===== src/hw/rtl/sgef_pkg.sv =====
// Shared types and constants of the edge-padded smoothing FIR.
// Used by every module of the block; depends on nothing.
package sgef_pkg;

	// Defaults of the top-level parameters
	localparam int DEF_MAX_SIDE       = 11;
	localparam int DEF_SAMPLE_BITS    = 32;
	localparam int DEF_COEF_FRAC_BITS = 14;

	// Coefficient storage: four signed taps per bank word
	localparam int NUM_BANKS     = 6;
	localparam int BANK_IDX_BITS = $clog2(NUM_BANKS);
	localparam int COEF_BITS     = 16;
	localparam int TAP_IDX_BITS  = 6;
	localparam int ACC_BITS      = 64;

	// Configuration port
	localparam int CFG_IDX_BITS  = 3;
	localparam int CFG_DATA_BITS = 64;
	localparam int SIDE_REG_BITS = 4;

	localparam logic [CFG_IDX_BITS-1:0] REG_LEFT  = 3'd0;
	localparam logic [CFG_IDX_BITS-1:0] REG_RIGHT = 3'd1;
	localparam logic [CFG_IDX_BITS-1:0] REG_BANK0 = 3'd2;

	localparam logic [CFG_DATA_BITS-1:0] BANK0_RESET = 64'd16384;

	typedef struct packed {
		logic load_all;
		logic shift;
	} win_ctl_t;

	typedef struct packed {
		logic clr;
		logic issue;
		logic round;
		logic clamp;
	} mac_ctl_t;

endpackage


===== src/hw/rtl/savgol_edge_padded_fir_unit.sv =====
// Edge-padded smoothing FIR: one sample in, filtered samples out.
// Depends on sgef_pkg, sgef_window, sgef_mac and sgef_ctrl.
//
// Input channel (in_valid/in_stall) takes one sample beat with a last flag
// per spectrum end. Output channel (out_valid/out_stall) gives smoothed,
// clipped and final_res beats. The first sample of a spectrum is repeated
// left_points times before the data; the last is repeated right_points
// times after it. Output for position i leaves once sample i+right_points
// is in; a last beat flushes every pending output, final_res on the end.
// Configuration (cfg_we/cfg_index/cfg_data) is to be written while idle
// by the user; the block itself does not enforce this.
//
// The filter has T = left_points + right_points + 1 taps. One shared
// 16 x SAMPLE_BITS multiplier walks the taps at one per cycle.
// A finished result waits in the output register while the next beat is
// accepted; a stalled output only holds the block once the next result
// is ready. Reset clears the sequencer and output valid and loads the
// default taps (identity filter, zero side points); the window has no reset.
module savgol_edge_padded_fir_unit
	import sgef_pkg::*;
#(
	parameter int MAX_SIDE       = DEF_MAX_SIDE,
	parameter int SAMPLE_BITS    = DEF_SAMPLE_BITS,
	parameter int COEF_FRAC_BITS = DEF_COEF_FRAC_BITS
) (
	input  logic                     clk,
	input  logic                     arst_n,
	input  logic                     cfg_we,
	input  logic [CFG_IDX_BITS-1:0]  cfg_index,
	input  logic [CFG_DATA_BITS-1:0] cfg_data,
	input  logic                     in_valid,
	output logic                     in_stall,
	input  logic [SAMPLE_BITS-1:0]   sample,
	input  logic                     last,
	output logic                     out_valid,
	input  logic                     out_stall,
	output logic [SAMPLE_BITS-1:0]   smoothed,
	output logic                     clipped,
	output logic                     final_res
);

	localparam int WIN_DEPTH = 2 * MAX_SIDE + 1;
	localparam int SW        = $clog2(MAX_SIDE + 1);
	localparam int IW        = $clog2(WIN_DEPTH);

	logic [SIDE_REG_BITS-1:0] left_q;
	logic [SIDE_REG_BITS-1:0] right_q;
	logic [CFG_DATA_BITS-1:0] coef_q [NUM_BANKS];

	logic [CFG_IDX_BITS-1:0]  bank_wr;
	logic [SW-1:0]            nl;
	logic [SW-1:0]            nr;
	logic [TAP_IDX_BITS-1:0]  tap_k;
	logic [TAP_IDX_BITS-3:0]  bank_sel;
	logic signed [COEF_BITS-1:0] coef;

	win_ctl_t               win_ctl;
	mac_ctl_t               mac_ctl;
	logic [SAMPLE_BITS-1:0] win_din;
	logic [SAMPLE_BITS-1:0] win_data;
	logic [IW-1:0]          win_idx;
	logic [IW-1:0]          tap_idx;
	logic [SAMPLE_BITS-1:0] mac_res;
	logic                   mac_clip;

	assign bank_wr = cfg_index - REG_BANK0;

	always_ff @(posedge clk or negedge arst_n) begin
		if (!arst_n) begin
			left_q  <= '0;
			right_q <= '0;
			for (int i = 0; i < NUM_BANKS; i++) begin
				coef_q[i] <= (i == 0) ? BANK0_RESET : '0;
			end
		end else if (cfg_we) begin
			case (cfg_index)
				REG_LEFT:  left_q  <= cfg_data[SIDE_REG_BITS-1:0];
				REG_RIGHT: right_q <= cfg_data[SIDE_REG_BITS-1:0];
				default: begin
					if (int'(bank_wr) < NUM_BANKS) begin
						coef_q[bank_wr[BANK_IDX_BITS-1:0]] <= cfg_data;
					end
				end
			endcase
		end
	end

	// Clamp side counts to the window size
	always_comb begin
		nl = (int'(left_q) > MAX_SIDE) ? SW'(MAX_SIDE) : SW'(left_q);
		nr = (int'(right_q) > MAX_SIDE) ? SW'(MAX_SIDE) : SW'(right_q);
	end

	// Tap k sits at bits 16*(k%4) of bank k/4; taps past the banks are zero
	always_comb begin
		tap_k    = TAP_IDX_BITS'(tap_idx);
		bank_sel = tap_k[TAP_IDX_BITS-1:2];
		if (int'(bank_sel) < NUM_BANKS) begin
			coef = coef_q[bank_sel[BANK_IDX_BITS-1:0]][COEF_BITS*tap_k[1:0] +: COEF_BITS];
		end else begin
			coef = '0;
		end
	end

	sgef_window #(
		.DEPTH (WIN_DEPTH),
		.WIDTH (SAMPLE_BITS)
	) u_window (
		.clk     (clk),
		.ctl     (win_ctl),
		.din     (win_din),
		.rd_idx  (win_idx),
		.rd_data (win_data)
	);

	sgef_mac #(
		.SAMPLE_BITS    (SAMPLE_BITS),
		.COEF_FRAC_BITS (COEF_FRAC_BITS)
	) u_mac (
		.clk      (clk),
		.arst_n   (arst_n),
		.ctl      (mac_ctl),
		.coef     (coef),
		.din      (win_data),
		.res      (mac_res),
		.res_clip (mac_clip)
	);

	sgef_ctrl #(
		.MAX_SIDE    (MAX_SIDE),
		.SAMPLE_BITS (SAMPLE_BITS)
	) u_ctrl (
		.clk       (clk),
		.arst_n    (arst_n),
		.in_valid  (in_valid),
		.in_stall  (in_stall),
		.sample    (sample),
		.last      (last),
		.out_valid (out_valid),
		.out_stall (out_stall),
		.smoothed  (smoothed),
		.clipped   (clipped),
		.final_res (final_res),
		.nl        (nl),
		.nr        (nr),
		.win_ctl   (win_ctl),
		.win_din   (win_din),
		.win_idx   (win_idx),
		.tap_idx   (tap_idx),
		.mac_ctl   (mac_ctl),
		.mac_res   (mac_res),
		.mac_clip  (mac_clip)
	);

endmodule


===== src/hw/rtl/sgef_window.sv =====
// Sample window of the smoothing FIR: a shift line with a full-fill load.
// Depends on sgef_pkg for the control struct.
module sgef_window
	import sgef_pkg::*;
#(
	parameter int DEPTH = 2 * DEF_MAX_SIDE + 1,
	parameter int WIDTH = DEF_SAMPLE_BITS
) (
	input  logic                     clk,
	input  win_ctl_t                 ctl,
	input  logic [WIDTH-1:0]         din,
	input  logic [$clog2(DEPTH)-1:0] rd_idx,
	output logic [WIDTH-1:0]         rd_data
);

	logic [WIDTH-1:0] win_q [DEPTH];

	// First sample of a spectrum fills every slot (left padding)
	always_ff @(posedge clk) begin
		if (ctl.load_all) begin
			for (int i = 0; i < DEPTH; i++) begin
				win_q[i] <= din;
			end
		end else if (ctl.shift) begin
			for (int i = 0; i < DEPTH - 1; i++) begin
				win_q[i] <= win_q[i+1];
			end
			win_q[DEPTH-1] <= din;
		end
	end

	assign rd_data = win_q[rd_idx];

endmodule


===== src/hw/rtl/sgef_mac.sv =====
// Shared multiply-accumulate of the smoothing FIR, with rounding and clamp.
// Depends on sgef_pkg for widths and the control struct.
module sgef_mac
	import sgef_pkg::*;
#(
	parameter int SAMPLE_BITS    = DEF_SAMPLE_BITS,
	parameter int COEF_FRAC_BITS = DEF_COEF_FRAC_BITS
) (
	input  logic                          clk,
	input  logic                          arst_n,
	input  mac_ctl_t                      ctl,
	input  logic signed [COEF_BITS-1:0]   coef,
	input  logic signed [SAMPLE_BITS-1:0] din,
	output logic [SAMPLE_BITS-1:0]        res,
	output logic                          res_clip
);

	localparam int PW = COEF_BITS + SAMPLE_BITS;
	localparam logic signed [ACC_BITS-1:0] ACC_MAX = {1'b0, {(ACC_BITS-1){1'b1}}};
	localparam logic signed [ACC_BITS-1:0] ACC_MIN = {1'b1, {(ACC_BITS-1){1'b0}}};
	localparam logic signed [ACC_BITS-1:0] HALF =
		ACC_BITS'(64'sd1 <<< (COEF_FRAC_BITS - 1));
	localparam logic signed [ACC_BITS-1:0] OUT_MAX =
		ACC_BITS'((64'sd1 <<< (SAMPLE_BITS - 1)) - 64'sd1);
	localparam logic signed [ACC_BITS-1:0] OUT_MIN = -OUT_MAX - 64'sd1;

	logic signed [PW-1:0]       prod_s1;
	logic                       prod_vld_s1;
	logic signed [ACC_BITS-1:0] acc_q;
	logic                       clip_q;
	logic [SAMPLE_BITS-1:0]     res_q;
	logic                       res_clip_q;

	logic signed [ACC_BITS-1:0] addend;
	logic signed [ACC_BITS:0]   sum;
	logic                       ovf;
	logic signed [ACC_BITS-1:0] sum_sat;
	logic signed [ACC_BITS-1:0] q;

	always_ff @(posedge clk or negedge arst_n) begin
		if (!arst_n) begin
			prod_vld_s1 <= 1'b0;
		end else begin
			prod_vld_s1 <= ctl.issue;
		end
	end

	always_ff @(posedge clk) begin
		prod_s1 <= coef * din;
	end

	// One saturating adder serves the taps and the rounding constant
	always_comb begin
		addend  = prod_vld_s1 ? ACC_BITS'(prod_s1) : HALF;
		sum     = {acc_q[ACC_BITS-1], acc_q} + {addend[ACC_BITS-1], addend};
		ovf     = sum[ACC_BITS] ^ sum[ACC_BITS-1];
		sum_sat = ovf ? (sum[ACC_BITS] ? ACC_MIN : ACC_MAX) : sum[ACC_BITS-1:0];
		q       = acc_q >>> COEF_FRAC_BITS;
	end

	always_ff @(posedge clk) begin
		if (ctl.clr) begin
			acc_q  <= '0;
			clip_q <= 1'b0;
		end else if (prod_vld_s1 || ctl.round) begin
			acc_q  <= sum_sat;
			clip_q <= clip_q | ovf;
		end
		if (ctl.clamp) begin
			if (q > OUT_MAX) begin
				res_q      <= OUT_MAX[SAMPLE_BITS-1:0];
				res_clip_q <= 1'b1;
			end else if (q < OUT_MIN) begin
				res_q      <= OUT_MIN[SAMPLE_BITS-1:0];
				res_clip_q <= 1'b1;
			end else begin
				res_q      <= q[SAMPLE_BITS-1:0];
				res_clip_q <= clip_q;
			end
		end
	end

	assign res      = res_q;
	assign res_clip = res_clip_q;

endmodule


===== src/hw/rtl/sgef_ctrl.sv =====
// Sequencer of the smoothing FIR: window padding, output count, tap loop,
// and the output register. Depends on sgef_pkg.
module sgef_ctrl
	import sgef_pkg::*;
#(
	parameter  int MAX_SIDE    = DEF_MAX_SIDE,
	parameter  int SAMPLE_BITS = DEF_SAMPLE_BITS,
	localparam int WIN_DEPTH   = 2 * MAX_SIDE + 1,
	localparam int SW          = $clog2(MAX_SIDE + 1),
	localparam int IW          = $clog2(WIN_DEPTH)
) (
	input  logic                   clk,
	input  logic                   arst_n,
	input  logic                   in_valid,
	output logic                   in_stall,
	input  logic [SAMPLE_BITS-1:0] sample,
	input  logic                   last,
	output logic                   out_valid,
	input  logic                   out_stall,
	output logic [SAMPLE_BITS-1:0] smoothed,
	output logic                   clipped,
	output logic                   final_res,
	input  logic [SW-1:0]          nl,
	input  logic [SW-1:0]          nr,
	output win_ctl_t               win_ctl,
	output logic [SAMPLE_BITS-1:0] win_din,
	output logic [IW-1:0]          win_idx,
	output logic [IW-1:0]          tap_idx,
	output mac_ctl_t               mac_ctl,
	input  logic [SAMPLE_BITS-1:0] mac_res,
	input  logic                   mac_clip
);

	localparam int CW = $clog2(MAX_SIDE + 2);

	localparam logic [3:0] ST_IDLE  = 4'd0;
	localparam logic [3:0] ST_LOAD  = 4'd1;
	localparam logic [3:0] ST_CHECK = 4'd2;
	localparam logic [3:0] ST_FLUSH = 4'd3;
	localparam logic [3:0] ST_MUL   = 4'd4;
	localparam logic [3:0] ST_DRAIN = 4'd5;
	localparam logic [3:0] ST_ROUND = 4'd6;
	localparam logic [3:0] ST_CLAMP = 4'd7;
	localparam logic [3:0] ST_PUT   = 4'd8;

	logic [3:0]             state_q;
	logic [CW-1:0]          seen_q;
	logic                   in_spec_q;
	logic                   last_q;
	logic                   fin_q;
	logic [IW-1:0]          k_q;
	logic [SAMPLE_BITS-1:0] x_q;
	logic                   out_valid_q;
	logic [SAMPLE_BITS-1:0] smoothed_q;
	logic                   clipped_q;
	logic                   final_q;

	logic          emit_now;
	logic          put_fire;
	logic [IW-1:0] k_end;

	always_comb begin
		emit_now = seen_q > CW'(nr);
		put_fire = (state_q == ST_PUT) && (!out_valid_q || !out_stall);
		k_end    = IW'(nl) + IW'(nr);

		win_ctl.load_all = (state_q == ST_LOAD) && !in_spec_q;
		win_ctl.shift    = ((state_q == ST_LOAD) && in_spec_q) ||
		                   ((state_q == ST_FLUSH) && (seen_q != '0));

		mac_ctl.clr   = ((state_q == ST_CHECK) && emit_now) ||
		                ((state_q == ST_FLUSH) && (seen_q != '0));
		mac_ctl.issue = (state_q == ST_MUL);
		mac_ctl.round = (state_q == ST_ROUND);
		mac_ctl.clamp = (state_q == ST_CLAMP);
	end

	assign win_din = x_q;
	assign win_idx = IW'(WIN_DEPTH - 1) - IW'(nr) - IW'(nl) + k_q;
	assign tap_idx = k_q;

	always_ff @(posedge clk or negedge arst_n) begin
		if (!arst_n) begin
			state_q     <= ST_IDLE;
			seen_q      <= '0;
			in_spec_q   <= 1'b0;
			last_q      <= 1'b0;
			k_q         <= '0;
			out_valid_q <= 1'b0;
		end else begin
			if (put_fire) begin
				out_valid_q <= 1'b1;
			end else if (!out_stall) begin
				out_valid_q <= 1'b0;
			end

			case (state_q)
				ST_IDLE: begin
					if (in_valid) begin
						last_q  <= last;
						state_q <= ST_LOAD;
					end
				end
				ST_LOAD: begin
					seen_q    <= in_spec_q ? CW'(seen_q + CW'(1)) : CW'(1);
					in_spec_q <= 1'b1;
					state_q   <= ST_CHECK;
				end
				ST_CHECK: begin
					if (emit_now) begin
						seen_q  <= CW'(seen_q - CW'(1));
						k_q     <= '0;
						state_q <= ST_MUL;
					end else begin
						state_q <= last_q ? ST_FLUSH : ST_IDLE;
					end
				end
				ST_FLUSH: begin
					// Each flushed output shifts in one more copy of the last sample
					if (seen_q != '0) begin
						seen_q  <= CW'(seen_q - CW'(1));
						k_q     <= '0;
						state_q <= ST_MUL;
					end else begin
						in_spec_q <= 1'b0;
						state_q   <= ST_IDLE;
					end
				end
				ST_MUL: begin
					k_q <= IW'(k_q + IW'(1));
					if (k_q == k_end) begin
						state_q <= ST_DRAIN;
					end
				end
				ST_DRAIN: state_q <= ST_ROUND;
				ST_ROUND: state_q <= ST_CLAMP;
				ST_CLAMP: state_q <= ST_PUT;
				ST_PUT: begin
					if (put_fire) begin
						state_q <= last_q ? ST_FLUSH : ST_IDLE;
					end
				end
				default: state_q <= ST_IDLE;
			endcase
		end
	end

	always_ff @(posedge clk) begin
		if ((state_q == ST_IDLE) && in_valid) begin
			x_q <= sample;
		end
		if (state_q == ST_CHECK) begin
			fin_q <= last_q && (seen_q == CW'(1));
		end else if (state_q == ST_FLUSH) begin
			fin_q <= (seen_q == CW'(1));
		end
		if (put_fire) begin
			smoothed_q <= mac_res;
			clipped_q  <= mac_clip;
			final_q    <= fin_q;
		end
	end

	assign in_stall  = (state_q != ST_IDLE);
	assign out_valid = out_valid_q;
	assign smoothed  = smoothed_q;
	assign clipped   = clipped_q;
	assign final_res = final_q;

	a_seen_bound: assert property (@(posedge clk) disable iff (!arst_n)
		seen_q <= CW'(MAX_SIDE + 1))
		else $error("pending output count out of range");

	a_accept_load: assert property (@(posedge clk) disable iff (!arst_n)
		(state_q == ST_IDLE) && in_valid |=> (state_q == ST_LOAD))
		else $error("accepted beat not loaded into window");

	a_final_empty: assert property (@(posedge clk) disable iff (!arst_n)
		put_fire && fin_q |-> (seen_q == '0))
		else $error("final result sent with outputs still pending");

	a_tap_range: assert property (@(posedge clk) disable iff (!arst_n)
		(state_q == ST_MUL) |-> (k_q <= k_end))
		else $error("tap counter ran past the window");

endmodule


===== config.mk =====
export PLATFORM = sky130hd
export DESIGN_NAME = savgol_edge_padded_fir_unit
export DESIGN_NICKNAME = d
export VERILOG_FILES = /design/src/hw/rtl/sgef_pkg.sv /design/src/hw/rtl/savgol_edge_padded_fir_unit.sv /design/src/hw/rtl/sgef_window.sv /design/src/hw/rtl/sgef_mac.sv /design/src/hw/rtl/sgef_ctrl.sv
export SDC_FILE = /design/constraint.sdc
export NUM_CORES = 2
export LEC_CHECK = 0
export BUFFER_PORTS_ARGS = -buffer_cell sky130_fd_sc_hd__buf_2
export CORE_ASPECT_RATIO = 0.8
export CORE_MARGIN = 8
export CORE_UTILIZATION = 35
export DETAILED_ROUTE_END_ITERATION = 12
export PLACE_DENSITY = 0.46
export SKIP_CTS_REPAIR_TIMING = 1
export SLEW_MARGIN = 10
export SYNTH_ARGS = -nofsm -noshare
export SYNTH_HDL_FRONTEND = slang
export SYNTH_SLANG_ARGS = --single-unit

===== constraint.sdc =====
create_clock -name clk -period 98.8 [get_ports clk]
set_input_delay 9.88 -clock clk [delete_from_list [all_inputs] [get_ports clk]]
set_output_delay 9.88 -clock clk [all_outputs]
set_load 0.03 [all_outputs]

; ---- Word-level counts from Yosys, hierarchy flattened
; Memory sizes are Yosys's and may differ from the RTL's.
; Index checks and enable logic that the tools add are counted.
; W data, S select, Z words.
[classes]
add_sub_neg = 9
n_mul = 1
n_lt_le_gt_ge = 10
n_eq_ne = 18
shifts = 1
mux = 61
n_bitwise = 28
n_reduce_logical = 33
[ops]
columns = operator, count
row1 = $mux W32, 24
row2 = $bwmux W384, 1
row3 = $mux W64, 6
row4 = $bmux W64 S3, 1
row5 = $demux W64 S3, 1
row6 = $add A64 B64 Y65, 1
row7 = $shiftx A64 B7 Y16, 1
row8 = $gt A50 B32 Y1 const B, 1
row9 = $lt A50 B32 Y1 const B, 1
row10 = $mul A16 B32 Y48, 1
row11 = $mux W4, 9
row12 = $pmux W4 S9, 1
row13 = $or A1 B1 Y1, 24
row14 = $eq A4 B3 Y1 const B, 4
row15 = $mux W16, 1
row16 = $pmux W5 S3, 1
row17 = $pmux W4 S3, 1
row18 = $reduce_and A3 Y1, 4
row19 = $mux W1, 10
row20 = $mux W5, 2
row21 = $eq A4 B1 Y1 const B, 2
row22 = $eq A4 B2 Y1 const B, 2
row23 = $ge A4 B4 Y1 const B, 2
row24 = $gt A4 B4 Y1 const B, 2
row25 = 32 further kinds, 58
[word_totals]
ff_bits = 622
ram_bits = 736
inputBits = 105
output_inout_bits = 36
wordCells = 187
n_memories = 1
[mem_list]
columns = memory, words, word_bits, rd, rd_clocked_by_memory_dff, wr, line_no
row1 = u_window.win_q, 23, 32, 23, 0, 23, sgef_window.sv:16  ; logic [WIDTH-1:0] win_q [DEPTH];

; ---- Logic depth before layout (Yosys ltp)
[logic_depth]
ltp_word = 7
depth_mapped = 42
ltp_nobuf = 36

; ---- Modules after synthesis
; From an unflattened synthesis, not the netlist that was laid out.
[unflattened]
hier_cells = 6836
area_unflattened_um2 = 83754.1
[modules_own_cells]
columns = module, instances, cells_per_inst, area_per_inst_um2, seq_area_each_um2
row1 = sgef_window, 1, 2274, 34663.2, 22101.2
row2 = sgef_mac, 1, 3130, 27575.2, 3278.1
row3 = savgol_edge_padded_fir_unit, 1, 1192, 17913.4, 9810.7
row4 = sgef_ctrl, 1, 240, 3602.2, 2412.3

; ---- Worst setup path before layout
; Ideal clock, no wire load.
[synth_timing]
path_type = reg-to-reg
from = register u_ctrl.seen_q[0]
to = memory u_window.win_q[10][0] (netlist bit) (data pin)
setup_time_ns = 0.254
arrival_time_ns = 43.160
t_required_ns = 98.546
slack_ns = 55.386
stages_incl_launch_ff = 10
n_path_buf = 3
period_less_slack_ns = 43.414
cell_sequence = dfrtp_1 inv_1 ha_1 a31oi_1 nor2b_1 clkbuf_1 nor2b_1 clkbuf_1 clkbuf_1 a21o_1
[synth_lines]
columns = item, line_no
row1 = from (decl), sgef_ctrl.sv:47  ; logic [CW-1:0] seen_q;
row2 = from (signal assigned), sgef_ctrl.sv:105  ; seen_q <= in_spec_q ? CW'(seen_q + CW'(1)) : CW'(1);
row3 = from (signal assigned), sgef_ctrl.sv:111  ; seen_q <= CW'(seen_q - CW'(1));
row4 = from (signal assigned), sgef_ctrl.sv:121  ; seen_q <= CW'(seen_q - CW'(1));
row5 = to (decl), sgef_window.sv:16

; ---- Worst setup path after layout
[layout_timing]
from = register u_ctrl.state_q[3]
to = output port in_stall
[layout_between]
elab_chain_cells = 1
[layout_rtl]
columns = item, line_no
row1 = from (decl), sgef_ctrl.sv:46  ; logic [3:0] state_q;
row2 = from (signal assigned), sgef_ctrl.sv:115  ; state_q <= last_q ? ST_FLUSH : ST_IDLE;
row3 = from (signal assigned), sgef_ctrl.sv:140  ; state_q <= last_q ? ST_FLUSH : ST_IDLE;
row4 = $reduce_bool A4 Y1, sgef_ctrl.sv:164  ; assign in_stall = (state_q != ST_IDLE);
row5 = to (decl), savgol_edge_padded_fir_unit.sv:32  ; output logic in_stall,
; No other way between the ends.

==> qor.csv <==
stage;metric;value;unit
sta;skew;0.0885;ns
global_route;grt-ovfl-total;0;
die;start_util;35.1;%
sta;grt_setup_unrepaired;false;
die;die_h;450;µm
cts;cts_buffer_depth;4;
die;std_cell_rows;159;
detailed_routing;firstDrtPassIters;5;
place;portBuffers;140;
detailed_routing;viasPerCell;5.16;
detailed_routing;route.detailed.drc;0;
detailed_routing;ant_nets;0;
worst_setup_path;startpoint;u_ctrl.state_q[3];
cts;clk-insertion-delay-late;0.83;ns
synthesis;syn_nets;7598;
global_route;antenna_found_initial;27;
worst_setup_path;cp.required;88.92;ns
synthesis;syn_inst;6807;
final_layout;nets;7582;
sta;layout_min_cycle_time;12.05;ns
worst_setup_path;r2r-start;right_q[3];
sta;setup_violations;0;
sta;slew_headroom;19.0;%
status;status;completed;
global_route;grt_pass1_wl;336000;µm
worst_setup_path;cp.arrival;2.17;ns
synthesis;synth-seq-area-share;45.7;%
worst_setup_path;cp-start-kind;flip-flop;
die;core-area;0.234;mm²
sta;slew_violations;0;
sta;tightest_slew;1.22;ns
worst_setup_path;rrSetupSlack;86.87;ns
synthesis;ys_types;98;
final_layout;syn_to_final_growth;11.1;%
synthesis;synth_top_area_share;30.5;%
detailed_routing;num_vias;51900;
synthesis;synthTopCellsByArea;edfxtp_1, dfrtp_1, fa_1, mux4_2, a21o_1;
detailed_routing;dr.first_iter.drc_count;3416;
synthesis;synth.cell_area;0.0822;mm²
detailed_routing;wl;213000;µm
synthesis;avgSynthCellArea;12.1;µm²
cts;cts_root_buffer;clkbuf_16;
synthesis;synthArstFlopShare;30.1;%
sta;fin_crit_sh;12.2;%
global_route;grt_pass1_vias;55300;
detailed_routing;routedWlPerCell;21.1;µm
synthesis;synth_ff_type;edfxtp_1;
cts;htree_levels;4;
synthesis;yosys.area.top_type;edfxtp_1;
cts;cts_made_buffers;161;
worst_setup_path;critPathMaxFanout;9;
cts;clk_pin_slew;0.06;ns
sta;fin_setup_tns;0;ns
global_route;grt_max_degree;176;
sta;hold_viol;0;
die;die_x;558;µm
worst_hold_path;hold_class;reg2reg;
worst_hold_path;min_from;u_mac.res[27];
global_route;grt_usage;16.9;%
place;place_congestion;0.796;
sta;hold-worst-slack;0.418;ns
final_layout;drive_gt1_share;18.6;%
synthesis;synth_edf_count;836;
synthesis;ys_seq_elements;1358;
place;dp.final_hpwl;137000;µm
worst_setup_path;critPathKind;reg2out;
cts;cts.sinks;1358;
sta;clock.fmax;0.0830;GHz
worst_setup_path;critPathCaptureType;output port;
synthesis;yosys_warnings;0;
job;timing.max_cap.violations;0;
die;ioPinCount;141;
cts;tritoncts;yes;
die;dieArea;0.251;mm²
==> routing by layer <==
metal / wire length [µm] / track usage, % / vias up
met5: 103 / 0 / -
met4: 5350 / 4.17 / 16
met3: 9820 / 2.91 / 294
met2: 95200 / 26.2 / 902
li1: - / - / 23800
met1: 102000 / 24.4 / 26900
==> synthesized netlist by cell type (9+ instances only) <==
library cell and instances:
nor2b_1 78, and2_1 71, or2_2 16, a21o_1 642, inv_1 601, nand3_1 52, or3_1 29, o221ai_1 13
nor3_1 35, o21a_1 40, fa_1 492, nand2_1 632, dfxtp_1 113, dfrtp_1 408, o21ai_0 183, and3_1 29
buf_6 13, mux4_2 253, mux2i_1 79, o31ai_1 13, o211ai_1 15, o21bai_1 17, edfxtp_1 836, nand2b_1 99
o21ai_1 25, buf_1 26, buf_4 21, nand4_1 30, nor2_1 417, a211oi_1 12, mux2_2 394, xnor2_1 75
a21oi_1 167, and4_1 9, a21oi_2 49, a31oi_1 26, xor2_1 32, buf_2 88, ha_1 194, o22ai_1 59
clkbuf_1 308
==> metrics by stage <==
| stage | util (%) | instance area, µm² | setup WS, ns | cells |
|---|---|---|---|---|
| final | 39.0 | 91400 | 86.75 | 10100 |
| after global routing | 39.0 | 91300 | 86.13 | 10000 |
| after CTS | 39.0 | 91300 | 86.64 | 10000 |
| after detailed placement | 36.8 | 86100 | 86.16 | 9767 |
| after global placement | 36.8 | 86100 | 86.23 | 9767 |
| after floorplan | - | 82200 | 55.39 | 6807 |
==> registers in the layout (all words and copies together), names as in the netlist, 4 cells and up <==
register and flops:
u_ctrl.win_din 32, u_mac.acc_q 64, u_mac.res 32, u_window.win_q 736, left_q 4, u_ctrl.state_q 4, u_ctrl.smoothed 32, u_ctrl.seen_q 4
u_ctrl.tap_idx 5, u_mac.prod_s1 48, coef_q 384, right_q 4
==> final timing paths <==
path	end	cells after the start
worst max-delay path	in_stall	3
worst min-delay path	u_ctrl.smoothed[27]	0
worst max register to register	u_mac.prod_s1[44]	33
worst min register to register	u_ctrl.smoothed[27]	0
max in group asynchronous	u_ctrl.tap_idx[0]	3
min in group asynchronous	coef_q[250]	1
==> worst max-delay path: stages, from the launching register on <==
cell and delay [ns]:
dfrtp_1 0.47, nor2_1 0.44, nand2_1 0.20, buf_2 0.22
==> layout make-up <==
type                    count  area, µm²
diodes                     13       32.5
clock buffers             204       4340
clock inverters            76        837
fillers                 22600     143000
inverters                 603       2260
multi-input cells        4387      40500
flip-flops and latches   1358      37600
well taps                3139       3930
repair buffers            280       1810
==> placed cells by master, fill, tap and decap left out, types with 25 or more instances in the layout <==
cell and n:
nor3_1 34, o21ai_1 29, a21oi_2 50, or3_1 29, and3_1 27, fa_1 490, mux2i_1 79, nand2b_1 99
and2_1 71, o21ai_0 174, nand4_1 30, clkinv_2 25, ha_1 192, inv_1 601, o22ai_1 59, mux4_2 253
nor2b_1 77, nor2_1 417, clkbuf_1 30, mux2_2 394, nand2_1 630, clkbuf_16 163, dfxtp_1 113, dfrtp_1 406
xor2_1 32, a21oi_1 163, nand3_1 51, o21a_1 40, buf_4 136, buf_2 139, xnor2_1 74, a21o_1 642
edfxtp_1 836, a31oi_1 25
==> cell families (layout without fill, tap and decap cells) <==
family,Yosys count,count (layout),share of synthesized area (%)
and+or+nand+nor,1534,1534,8.45
DFF,1358,1358,45.7
AOI/OAI and AO/OA,1332,1332,11.2
buffers and inverters,1062,1163,5.23
muxes,726,726,13.3
adders and majority gates,688,688,15.0
xor gates and xnor gates,107,107,1.14
other,0,13,0
Power is not shown: default switching activity piles up to over one toggle a cycle in this logic, so the estimate is an artifact.
